[src/rtl/tclw_pkg.sv]
// Shared types and constants for the text console line writer.
// Depends on nothing; the queue, front, back and top-level files in rtl/ import it.
package tclw_pkg;

   // widths fixed by the item fields
   localparam int CHAR_W     = 8;
   localparam int COL_W      = 7;
   localparam int COLOR_W    = 4;
   localparam int REQ_DATA_W = 8;
   localparam int RSP_DATA_W = 24;
   localparam int CSR_ADDR_W = 3;
   localparam int CSR_DATA_W = 32;

   // command queue between front and back
   localparam int QUEUE_DEPTH = 2;

   // character codes
   localparam logic [CHAR_W-1:0] CHAR_BS      = 8'd8;
   localparam logic [CHAR_W-1:0] CHAR_DEL     = 8'd127;
   localparam logic [CHAR_W-1:0] CHAR_NEWLINE = 8'd10;

   // blank cell, also the reset value of every cell
   localparam logic [CHAR_W-1:0]  BLANK_GLYPH = 8'd32;
   localparam logic [COLOR_W-1:0] BLANK_FORE  = 4'd0;
   localparam logic [COLOR_W-1:0] BLANK_BACK  = 4'd7;

   // register reset values and indexes
   localparam logic [COLOR_W-1:0] FG_RESET = 4'd0;
   localparam logic [COLOR_W-1:0] BG_RESET = 4'd7;
   localparam logic               REG_FG   = 1'b0;
   localparam logic               REG_BG   = 1'b1;

   // result kinds
   localparam logic KIND_WRITE  = 1'b0;
   localparam logic KIND_SCROLL = 1'b1;

   typedef enum logic [1:0] {
      OP_WRITE  = 2'd0,
      OP_ERASE  = 2'd1,
      OP_SCROLL = 2'd2
   } cmd_op_type;

   typedef struct packed {
      logic [CHAR_W-1:0]  glyph;
      logic [COLOR_W-1:0] fore;
      logic [COLOR_W-1:0] back;
   } cell_type;

   localparam int CELL_W = $bits(cell_type);

   localparam cell_type BLANK_CELL = '{glyph: BLANK_GLYPH, fore: BLANK_FORE, back: BLANK_BACK};

   // one classified command from the front
   typedef struct packed {
      cmd_op_type         op;
      logic               scroll_first;
      logic [COL_W-1:0]   column;
      logic [CHAR_W-1:0]  glyph;
      logic [COLOR_W-1:0] fore;
      logic [COLOR_W-1:0] back;
   } cmd_type;

   // one result item
   typedef struct packed {
      logic             kind;
      logic [COL_W-1:0] column;
      cell_type         content;
      logic             last;
   } rsp_type;

endpackage

[src/rtl/tclw_ram.sv]
// Generic single-write, single-read RAM with registered read data.
// No dependencies.
module tclw_ram #(
   parameter int WIDTH = 16,
   parameter int DEPTH = 80
) (
   input  logic                     clock,
   input  logic                     wr_en,
   input  logic [$clog2(DEPTH)-1:0] wr_addr,
   input  logic [WIDTH-1:0]         wr_data,
   input  logic                     rd_en,
   input  logic [$clog2(DEPTH)-1:0] rd_addr,
   output logic [WIDTH-1:0]         rd_data
);

   logic [WIDTH-1:0] mem_ff [DEPTH];
   logic [WIDTH-1:0] rd_data_ff;

   always_ff @(posedge clock) begin
      if (wr_en) begin
         mem_ff[wr_addr] <= wr_data;
      end
      if (rd_en) begin
         rd_data_ff <= mem_ff[rd_addr];
      end
   end

   assign rd_data = rd_data_ff;

endmodule

[src/rtl/tclw_queue.sv]
// Short command queue between the front and the back.
// Depends on tclw_pkg.
module tclw_queue (
   input  logic              clock,
   input  logic              reset,
   input  logic              push_valid,
   output logic              push_ready,
   input  tclw_pkg::cmd_type push_cmd,
   output logic              pop_valid,
   input  logic              pop_ready,
   output tclw_pkg::cmd_type pop_cmd
);
   import tclw_pkg::*;

   localparam int PTR_W = (QUEUE_DEPTH > 1) ? $clog2(QUEUE_DEPTH) : 1;
   localparam int CNT_W = $clog2(QUEUE_DEPTH + 1);

   cmd_type          entry_ff [QUEUE_DEPTH];
   logic [PTR_W-1:0] wr_ptr_ff, wr_ptr_in;
   logic [PTR_W-1:0] rd_ptr_ff, rd_ptr_in;
   logic [CNT_W-1:0] count_ff, count_in;
   logic             push, pop;

   assign push_ready = (count_ff != CNT_W'(QUEUE_DEPTH));
   assign pop_valid  = (count_ff != '0);
   assign pop_cmd    = entry_ff[rd_ptr_ff];
   assign push       = push_valid & push_ready;
   assign pop        = pop_valid & pop_ready;

   always_comb begin
      wr_ptr_in = wr_ptr_ff;
      rd_ptr_in = rd_ptr_ff;
      count_in  = count_ff;
      if (push) begin
         wr_ptr_in = (wr_ptr_ff == PTR_W'(QUEUE_DEPTH - 1)) ? '0 : wr_ptr_ff + PTR_W'(1);
      end
      if (pop) begin
         rd_ptr_in = (rd_ptr_ff == PTR_W'(QUEUE_DEPTH - 1)) ? '0 : rd_ptr_ff + PTR_W'(1);
      end
      if (push && !pop) begin
         count_in = count_ff + CNT_W'(1);
      end else if (pop && !push) begin
         count_in = count_ff - CNT_W'(1);
      end
   end

   always_ff @(posedge clock) begin
      if (reset) begin
         wr_ptr_ff <= '0;
         rd_ptr_ff <= '0;
         count_ff  <= '0;
      end else begin
         wr_ptr_ff <= wr_ptr_in;
         rd_ptr_ff <= rd_ptr_in;
         count_ff  <= count_in;
      end
   end

   always_ff @(posedge clock) begin
      if (push) begin
         entry_ff[wr_ptr_ff] <= push_cmd;
      end
   end

endmodule

[src/rtl/tclw_front.sv]
// Front end: takes character transfers, tracks the cursor, classifies
// each character into a command for the back end. Depends on tclw_pkg.
module tclw_front #(
   parameter int COLUMNS = 80
) (
   input  logic                           clock,
   input  logic                           reset,
   input  logic                           req_tvalid,
   output logic                           req_tready,
   input  logic [tclw_pkg::CHAR_W-1:0]    char_code,
   input  logic [tclw_pkg::COLOR_W-1:0]   fg_color,
   input  logic [tclw_pkg::COLOR_W-1:0]   bg_color,
   output logic                           push_valid,
   input  logic                           push_ready,
   output tclw_pkg::cmd_type              push_cmd
);
   import tclw_pkg::*;

   localparam int CUR_W = $clog2(COLUMNS + 1);

   logic [CUR_W-1:0] cursor_ff, cursor_in;
   logic [CUR_W-1:0] cursor_dec;
   logic [CUR_W-1:0] write_col;
   logic             accept;
   logic             is_erase, is_newline, line_full, has_cmd;

   assign req_tready = push_ready;
   assign accept     = req_tvalid & push_ready;
   assign is_erase   = (char_code == CHAR_BS) || (char_code == CHAR_DEL);
   assign is_newline = (char_code == CHAR_NEWLINE);
   assign line_full  = (cursor_ff == CUR_W'(COLUMNS));
   assign cursor_dec = cursor_ff - CUR_W'(1);
   assign write_col  = line_full ? '0 : cursor_ff;

   always_comb begin
      cursor_in             = cursor_ff;
      has_cmd               = 1'b1;
      push_cmd.op           = OP_WRITE;
      push_cmd.scroll_first = 1'b0;
      push_cmd.column       = COL_W'(write_col);
      push_cmd.glyph        = char_code;
      push_cmd.fore         = fg_color;
      push_cmd.back         = bg_color;
      priority if (is_erase) begin
         push_cmd.op     = OP_ERASE;
         push_cmd.column = COL_W'(cursor_dec);
         // erase at column zero does nothing
         has_cmd         = (cursor_ff != '0);
         if (cursor_ff != '0) begin
            cursor_in = cursor_dec;
         end
      end else if (is_newline) begin
         push_cmd.op     = OP_SCROLL;
         push_cmd.column = '0;
         cursor_in       = '0;
      end else begin
         push_cmd.scroll_first = line_full;
         cursor_in             = write_col + CUR_W'(1);
      end
   end

   assign push_valid = accept & has_cmd;

   always_ff @(posedge clock) begin
      if (reset) begin
         cursor_ff <= '0;
      end else if (accept) begin
         cursor_ff <= cursor_in;
      end
   end

endmodule

[src/rtl/tclw_back.sv]
// Back end: carries out commands against the line RAM and drives the
// result register. Depends on tclw_pkg and tclw_ram.
module tclw_back #(
   parameter int COLUMNS = 80
) (
   input  logic              clock,
   input  logic              reset,
   input  logic              pop_valid,
   output logic              pop_ready,
   input  tclw_pkg::cmd_type pop_cmd,
   output logic              rsp_valid,
   input  logic              rsp_ready,
   output tclw_pkg::rsp_type rsp
);
   import tclw_pkg::*;

   localparam int ADDR_W = $clog2(COLUMNS);

   typedef enum logic [2:0] {
      ST_IDLE   = 3'b001,
      ST_READ   = 3'b010,
      ST_SECOND = 3'b100
   } back_state_type;

   back_state_type     state_ff, state_in;
   logic [COLUMNS-1:0] valid_ff, valid_in;
   logic               rd_valid_ff, rd_valid_in;
   rsp_type            pend_ff, pend_in;
   rsp_type            rsp_ff, rsp_in;
   logic               rsp_valid_ff, rsp_valid_in;

   logic               slot_free, take;
   logic               wr_en, rd_en;
   logic [ADDR_W-1:0]  wr_addr, rd_addr;
   cell_type           wr_cell, rd_cell;
   rsp_type            write_rsp, scroll_rsp;

   assign slot_free = !rsp_valid_ff || rsp_ready;
   assign pop_ready = (state_ff == ST_IDLE) && slot_free;
   assign take      = pop_valid && pop_ready;
   assign wr_addr   = pop_cmd.column[ADDR_W-1:0];
   assign rd_addr   = wr_addr - ADDR_W'(1);

   assign scroll_rsp = '{kind: KIND_SCROLL, column: '0, content: BLANK_CELL, last: 1'b1};

   tclw_ram #(
      .WIDTH (CELL_W),
      .DEPTH (COLUMNS)
   ) u_line_ram (
      .clock   (clock),
      .wr_en   (wr_en),
      .wr_addr (wr_addr),
      .wr_data (wr_cell),
      .rd_en   (rd_en),
      .rd_addr (rd_addr),
      .rd_data (rd_cell)
   );

   always_comb begin
      state_in      = state_ff;
      valid_in      = valid_ff;
      rd_valid_in   = rd_valid_ff;
      pend_in       = pend_ff;
      rsp_in        = rsp_ff;
      rsp_valid_in  = rsp_valid_ff && !rsp_ready;
      wr_en         = 1'b0;
      rd_en         = 1'b0;
      wr_cell       = '{glyph: pop_cmd.glyph, fore: pop_cmd.fore, back: pop_cmd.back};
      write_rsp     = '{kind: KIND_WRITE, column: pop_cmd.column, content: wr_cell, last: 1'b1};

      unique case (state_ff)
         ST_IDLE: begin
            if (take) begin
               rsp_valid_in = 1'b1;
               unique case (pop_cmd.op)
                  OP_ERASE: begin
                     wr_cell.glyph     = BLANK_GLYPH;
                     write_rsp.content = wr_cell;
                     write_rsp.last    = (wr_addr == '0);
                     wr_en             = 1'b1;
                     valid_in[wr_addr] = 1'b1;
                     rsp_in            = write_rsp;
                     if (wr_addr != '0) begin
                        // redraw the cell before the erased one
                        rd_en          = 1'b1;
                        rd_valid_in    = valid_ff[rd_addr];
                        pend_in        = write_rsp;
                        pend_in.column = COL_W'(rd_addr);
                        pend_in.last   = 1'b1;
                        state_in       = ST_READ;
                     end
                  end
                  OP_SCROLL: begin
                     valid_in = '0;
                     rsp_in   = scroll_rsp;
                  end
                  OP_WRITE: begin
                     wr_en = 1'b1;
                     if (pop_cmd.scroll_first) begin
                        valid_in          = '0;
                        valid_in[wr_addr] = 1'b1;
                        rsp_in            = scroll_rsp;
                        rsp_in.last       = 1'b0;
                        pend_in           = write_rsp;
                        state_in          = ST_SECOND;
                     end else begin
                        valid_in[wr_addr] = 1'b1;
                        rsp_in            = write_rsp;
                     end
                  end
                  default: begin
                     rsp_valid_in = rsp_valid_ff && !rsp_ready;
                  end
               endcase
            end
         end
         ST_READ: begin
            if (slot_free) begin
               rsp_valid_in   = 1'b1;
               rsp_in         = pend_ff;
               rsp_in.content = rd_valid_ff ? rd_cell : BLANK_CELL;
               state_in       = ST_IDLE;
            end
         end
         ST_SECOND: begin
            if (slot_free) begin
               rsp_valid_in = 1'b1;
               rsp_in       = pend_ff;
               state_in     = ST_IDLE;
            end
         end
         default: begin
            state_in = ST_IDLE;
         end
      endcase
   end

   always_ff @(posedge clock) begin
      if (reset) begin
         state_ff     <= ST_IDLE;
         valid_ff     <= '0;
         rsp_valid_ff <= 1'b0;
      end else begin
         state_ff     <= state_in;
         valid_ff     <= valid_in;
         rsp_valid_ff <= rsp_valid_in;
      end
   end

   always_ff @(posedge clock) begin
      rd_valid_ff <= rd_valid_in;
      pend_ff     <= pend_in;
      rsp_ff      <= rsp_in;
   end

   assign rsp_valid = rsp_valid_ff;
   assign rsp       = rsp_ff;

endmodule

[src/rtl/text_console_line_writer_unit.sv]
// Path: the first result of a character is registered in the queue on its transfer (push),
// then popped into the result register, from which it transfers to the receiver.
// Throughput: one character per cycle for printable and newline bytes while the receiver
// is ready; a backspace that redraws a cell, or a print on a full line, gives two results
// in turn, bounded by the back end's single result register and the line RAM's read port.
// Reset (synchronous, active high) homes the cursor, marks every cell blank through
// per-column valid bits, empties the queue and sets the colors to 0 and 7.
module text_console_line_writer_unit #(
   parameter int COLUMNS = 80
) (
   input  logic                               clock,
   input  logic                               reset,

   // character input
   input  logic                               req_tvalid,
   output logic                               req_tready,
   input  logic [tclw_pkg::REQ_DATA_W-1:0]    req_tdata,   // [7:0] char_code

   // result output
   output logic                               rsp_tvalid,
   input  logic                               rsp_tready,
   output logic [tclw_pkg::RSP_DATA_W-1:0]    rsp_tdata,   // [6:0] column, [14:7] glyph,
                                                           // [18:15] fore, [22:19] back, [23] zero
   output logic                               rsp_tuser,   // [0] kind: 0 write cell, 1 scroll
   output logic                               rsp_tlast,

   // register port
   input  logic                               csr_psel,
   input  logic                               csr_penable,
   input  logic                               csr_pwrite,
   input  logic [tclw_pkg::CSR_ADDR_W-1:0]    csr_paddr,
   input  logic [tclw_pkg::CSR_DATA_W-1:0]    csr_pwdata,
   output logic [tclw_pkg::CSR_DATA_W-1:0]    csr_prdata,
   output logic                               csr_pready
);
   import tclw_pkg::*;

   logic [COLOR_W-1:0] fg_color_ff, bg_color_ff;
   logic               csr_write;
   logic               csr_index;

   logic    push_valid, push_ready;
   cmd_type push_cmd;
   logic    pop_valid, pop_ready;
   cmd_type pop_cmd;
   rsp_type rsp;

   // ---- register file: fg at 0x0, bg at 0x4 ----
   assign csr_pready = 1'b1;
   assign csr_write  = csr_psel & csr_penable & csr_pwrite & csr_pready;
   assign csr_index  = csr_paddr[2];

   always_ff @(posedge clock) begin
      if (reset) begin
         fg_color_ff <= FG_RESET;
         bg_color_ff <= BG_RESET;
      end else if (csr_write) begin
         if (csr_index == REG_FG) begin
            fg_color_ff <= csr_pwdata[COLOR_W-1:0];
         end else begin
            bg_color_ff <= csr_pwdata[COLOR_W-1:0];
         end
      end
   end

   assign csr_prdata = (csr_index == REG_FG) ?
                       {{(CSR_DATA_W-COLOR_W){1'b0}}, fg_color_ff} :
                       {{(CSR_DATA_W-COLOR_W){1'b0}}, bg_color_ff};

   // ---- front: cursor tracking and classification ----
   tclw_front #(
      .COLUMNS (COLUMNS)
   ) u_front (
      .clock      (clock),
      .reset      (reset),
      .req_tvalid (req_tvalid),
      .req_tready (req_tready),
      .char_code  (req_tdata[CHAR_W-1:0]),
      .fg_color   (fg_color_ff),
      .bg_color   (bg_color_ff),
      .push_valid (push_valid),
      .push_ready (push_ready),
      .push_cmd   (push_cmd)
   );

   // ---- command queue decouples the two halves ----
   tclw_queue u_queue (
      .clock      (clock),
      .reset      (reset),
      .push_valid (push_valid),
      .push_ready (push_ready),
      .push_cmd   (push_cmd),
      .pop_valid  (pop_valid),
      .pop_ready  (pop_ready),
      .pop_cmd    (pop_cmd)
   );

   // ---- back: line RAM and result register ----
   tclw_back #(
      .COLUMNS (COLUMNS)
   ) u_back (
      .clock     (clock),
      .reset     (reset),
      .pop_valid (pop_valid),
      .pop_ready (pop_ready),
      .pop_cmd   (pop_cmd),
      .rsp_valid (rsp_tvalid),
      .rsp_ready (rsp_tready),
      .rsp       (rsp)
   );

   assign rsp_tdata = {1'b0, rsp.content.back, rsp.content.fore, rsp.content.glyph,
                       rsp.column};
   assign rsp_tuser = rsp.kind;
   assign rsp_tlast = rsp.last;

`ifndef SYNTH
   // a scroll always reports the blank cell at column zero
   a_scroll_blank: assert property (@(posedge clock) disable iff (reset)
      (rsp_tvalid && rsp_tuser == KIND_SCROLL) |->
      (rsp.column == '0 && rsp.content == BLANK_CELL))
      else $error("scroll result with non-blank payload");

   // cell writes stay on the line
   a_column_range: assert property (@(posedge clock) disable iff (reset)
      (rsp_tvalid && rsp_tuser == KIND_WRITE) |-> (rsp.column <= COL_W'(COLUMNS - 1)))
      else $error("cell write beyond the last column");

   // nothing is offered right after reset
   a_reset_quiet: assert property (@(posedge clock) disable iff (reset)
      $past(reset) |-> !rsp_tvalid)
      else $error("result valid right after reset");
`endif

endmodule

[config.mk]
export PLATFORM = sky130hd
export DESIGN_NAME = text_console_line_writer_unit
export DESIGN_NICKNAME = d
export VERILOG_FILES = /design/src/rtl/tclw_pkg.sv /design/src/rtl/tclw_ram.sv /design/src/rtl/tclw_queue.sv /design/src/rtl/tclw_front.sv /design/src/rtl/tclw_back.sv /design/src/rtl/text_console_line_writer_unit.sv
export SDC_FILE = /design/constraint.sdc
export NUM_CORES = 2
export LEC_CHECK = 0
export ABC_AREA = 1
export BUFFER_PORTS_ARGS = -buffer_cell sky130_fd_sc_hd__buf_2
export CAP_MARGIN = 20
export CORE_AREA = 4 4 368 370
export DETAILED_ROUTE_END_ITERATION = 6
export DIE_AREA = 0 0 372 374
export PLACE_DENSITY = 0.68
export SLEW_MARGIN = 20
export SYNTH_ARGS = -nofsm -noshare
export SYNTH_HDL_FRONTEND = slang
export SYNTH_SLANG_ARGS = --single-unit
[constraint.sdc]
create_clock -name clock -period 5.65 [get_ports clock]
set_clock_uncertainty 0.15 [all_clocks]
set_input_delay 0.8475 -clock clock [delete_from_list [all_inputs] [get_ports clock]]
set_output_delay 0.8475 -clock clock [all_outputs]
set_load 0.02 [all_outputs]
==> flow_metrics.tcl <==
set metrics [dict create \
    clock_tree.buffer_depth 3 \
    synth_top_flop_cell "edfxtp_1" \
    p_leak_nw 28.91 \
    worstPathArrival_ps 4910 \
    max_stage_delay_ps 570 \
    synthMuxAreaShare 0.001222 \
    final_cells 8247 \
    cts_tree "built" \
    final_cell_mix "edfxtp_1, nand2_1, nand3_1" \
    fillers 10970 \
    slew_viol_final 0 \
    start_kind "flop" \
    drc 0 \
    synth_top_family_by_area "simple AND/OR/NAND/NOR gates" \
    numCtsBuffers 153 \
    multi_input_area_um2 15800 \
    cpMaxStageDelayCell "ha_4" \
    totalWireLength_um 172900 \
    critPathRequiredTime_ps 6010 \
    setup_violations 0 \
    critPathBufInv 3 \
    synth-edff-count 1397 \
    end_kind "flop" \
    start_util 0.4942 \
    dr.pass1.iters 6 \
    path_max_fanout 57 \
    ys_types 47 \
    clkTransAtPathRegs_ps 60 \
    ctsHoldBuffers 0 \
    syn_area_per_cell_um2 10.26 \
    async_flop_share 0 \
    grt_pass1_vias 42670 \
    postCtsSetupBuffers 0 \
    hpwlAfterDp_um 96870 \
    die_h_um 374 \
    synthSimpleGateAreaFrac 0.1981 \
    diodes 0 \
    final_common_cell "edfxtp_1" \
    crit_family "simple AND/OR/NAND/NOR gates" \
    cts_num_sinks 1501 \
    rsz0062_at_grt "false" \
    period_needed_ps 4550 \
    drv_cap 0 \
    r2r_slack_ps 1100 \
    tightest_slew_ps 1115 \
    synthCells 6391 \
    io-pin-count 111 \
    area_growth_syn_to_layout_pct 10.64 \
    fin_total_pwr_mw 37.90 \
    antenna_left 0 \
    max_freq_mhz 219.8 \
    final-hold-violation-count 0 \
    clk_latency_ps 790 \
    num_vias 45100 \
    maxSlewHeadroom 0.2565 \
    netlist_area_um2 65540 \
    final_nets 6416 \
    wire_per_inst_um 20.97 \
    num_rows 134 \
    cts_resized 0 \
    grt_pass1_wl_um 259300 \
    final.setup.tns_ps 0 \
    drt_iter0_markers 4980 \
    hold_class "in -> reg" \
    overflow 0 \
    post-place-cells 7973 \
    holdCritStartpoint "req_tdata[5]" \
    critPathKind "reg -> reg" \
    vias_per_cell 5.469 \
    drive_gt1_frac 0.07270 \
    die_area_um2 139100 \
    cp_cell_sequence "buf_4 > nand2_2 > nand2_8 > ha_4 > inv_8 > buf_4 > nand3_1 > nand3_1 > nand3_1 > nand2_1 > nand2_1 > nand3_1 > nor2_1 > nor2_1" \
    grtUsageTotal 0.2454 \
    io_buffers 50 \
    clock-root-buffer "clkbuf_16" \
    ys_warn_count 0 \
    status "finished, final reports clean" \
    synth_xor_area_frac 0.0005345 \
    peakVddDrop_v 0.0005535 \
    core_area_um2 132600 \
    globalplace.congestion 0.9408 \
    ys_ff_latch 1501 \
    synth_compound_area_frac 0.03591 \
    cp_common_cell "nand3_1" \
    seq_area_um2 44030 \
    synth_fa_ha_area_frac 0.0007636 \
    antenna_found_initial 5 \
    h-tree-depth 4 \
    period_share 0.8053 \
    die_x_um 372 \
    grt_max_degree 206 \
    power_density_nw_per_um2 522.6 \
    seq_area_frac_synth 0.6718 \
]
==> metrics by stage <==
stage | hold slack [ps] | worst slack, ps | util | instance area (µm²)
after floorplan | 285.0 | 1231 | - | 65650
after global placement | 294.1 | 1383 | 0.5097 | 67590
after detailed placement | 300.4 | 1345 | 0.5097 | 67590
after CTS | 91.86 | 1331 | 0.5464 | 72460
after global routing | 112.8 | 1051 | 0.5468 | 72510
final | 141.3 | 1100 | 0.5468 | 72510
==> report_power, final <==
group / switching, mW / internal, mW
clock network: 4.20 / 5.73
logic: 10.7 / 3.46
registers: 0.122 / 13.7
total: 15.0 / 22.9
==> kinds of logic after synthesis <==
logic type	count (synthesis)
DFF	1501
other	2
AOI/OAI and AO/OA	420
xor gates and xnor gates	4
buffers and inverters	1504
adders and majority gates	4
and+or+nand+nor	2948
muxes	8
==> registers in the layout, indices dropped and copies added, names as in the netlist, named ones only <==
register                   count
u_back.rsp_valid               1
fg_color_ff                    4
u_queue.count_ff               2
u_queue.rd_ptr_ff              1
u_back.rsp                    25
bg_color_ff                    4
u_back.state_ff                3
u_back.valid_ff               80
u_back.u_line_ram.rd_data     16
u_back.rd_valid_ff             1
u_queue.entry_ff              52
u_front.cursor_ff              7
u_back.u_line_ram.mem_ff    1280
u_back.pend_ff                23
u_queue.wr_ptr_ff              1
==> cell usage after synthesis (3+ instances only) <==
cell | count | share of area
nor2_4 | 10 | 0.0017
mux2i_1 | 8 | 0.0012
nand2_1 | 1235 | 0.071
ha_1 | 4 | 0.00076
a21oi_1 | 103 | 0.0079
nand2_2 | 10 | 0.00095
edfxtp_1 | 1397 | 0.64
xor2_1 | 3 | 0.00040
buf_4 | 43 | 0.0049
nand2_4 | 3 | 0.00052
inv_1 | 1113 | 0.064
buf_1 | 35 | 0.0020
nor2_1 | 422 | 0.024
o311ai_1 | 7 | 0.00094
clkbuf_1 | 165 | 0.0094
o211ai_1 | 71 | 0.0081
nor2_2 | 8 | 0.00076
o21ai_0 | 217 | 0.017
o21ai_2 | 5 | 0.00067
buf_2 | 129 | 0.0099
or2_2 | 11 | 0.0011
o21ai_1 | 4 | 0.00031
nor3_1 | 7 | 0.00053
nand3b_1 | 51 | 0.0058
buf_6 | 4 | 0.00069
nand3_1 | 1180 | 0.090
a31oi_1 | 5 | 0.00048
dfxtp_1 | 104 | 0.032
inv_2 | 12 | 0.00069
o2111ai_1 | 3 | 0.00040
==> final timing paths <==
path / to / depth (start not counted)
worst max-delay path: u_back.u_line_ram.rd_data[7]$_DFFE_PP_ / 14
worst min register to register: u_back.valid_ff[37]$_SDFFE_PP0P_ / 2
worst max register to register: u_back.u_line_ram.rd_data[7]$_DFFE_PP_ / 14
worst min-delay path: u_queue.entry_ff[1][13]$_DFFE_PP_ / 1
==> final cells by class <==
type | count | share of cell area
clock buffer | 205 | 0.05803
timing repair buffer | 164 | 0.01850
tap | 1768 | 0.03051
clock inverter | 67 | 0.009128
inverter | 1128 | 0.05868
sequential | 1501 | 0.6072
multi-input combinational | 3414 | 0.2179
==> per-layer routing <==
| layer | routed length, µm | part of all wire | up-vias | global-route usage |
|---|---|---|---|---|
| met1 | 68260 | 0.39 | 21740 | 0.3321 |
| met3 | 16170 | 0.094 | 345 | 0.04688 |
| met2 | 81770 | 0.47 | 2041 | 0.3918 |
| met5 | 0 | 0 | - | 0 |
| li1 | - | - | 20980 | - |
| met4 | 6747 | 0.039 | 0 | 0.09906 |
No activity file was read; power rests on OpenSTA's default activity.
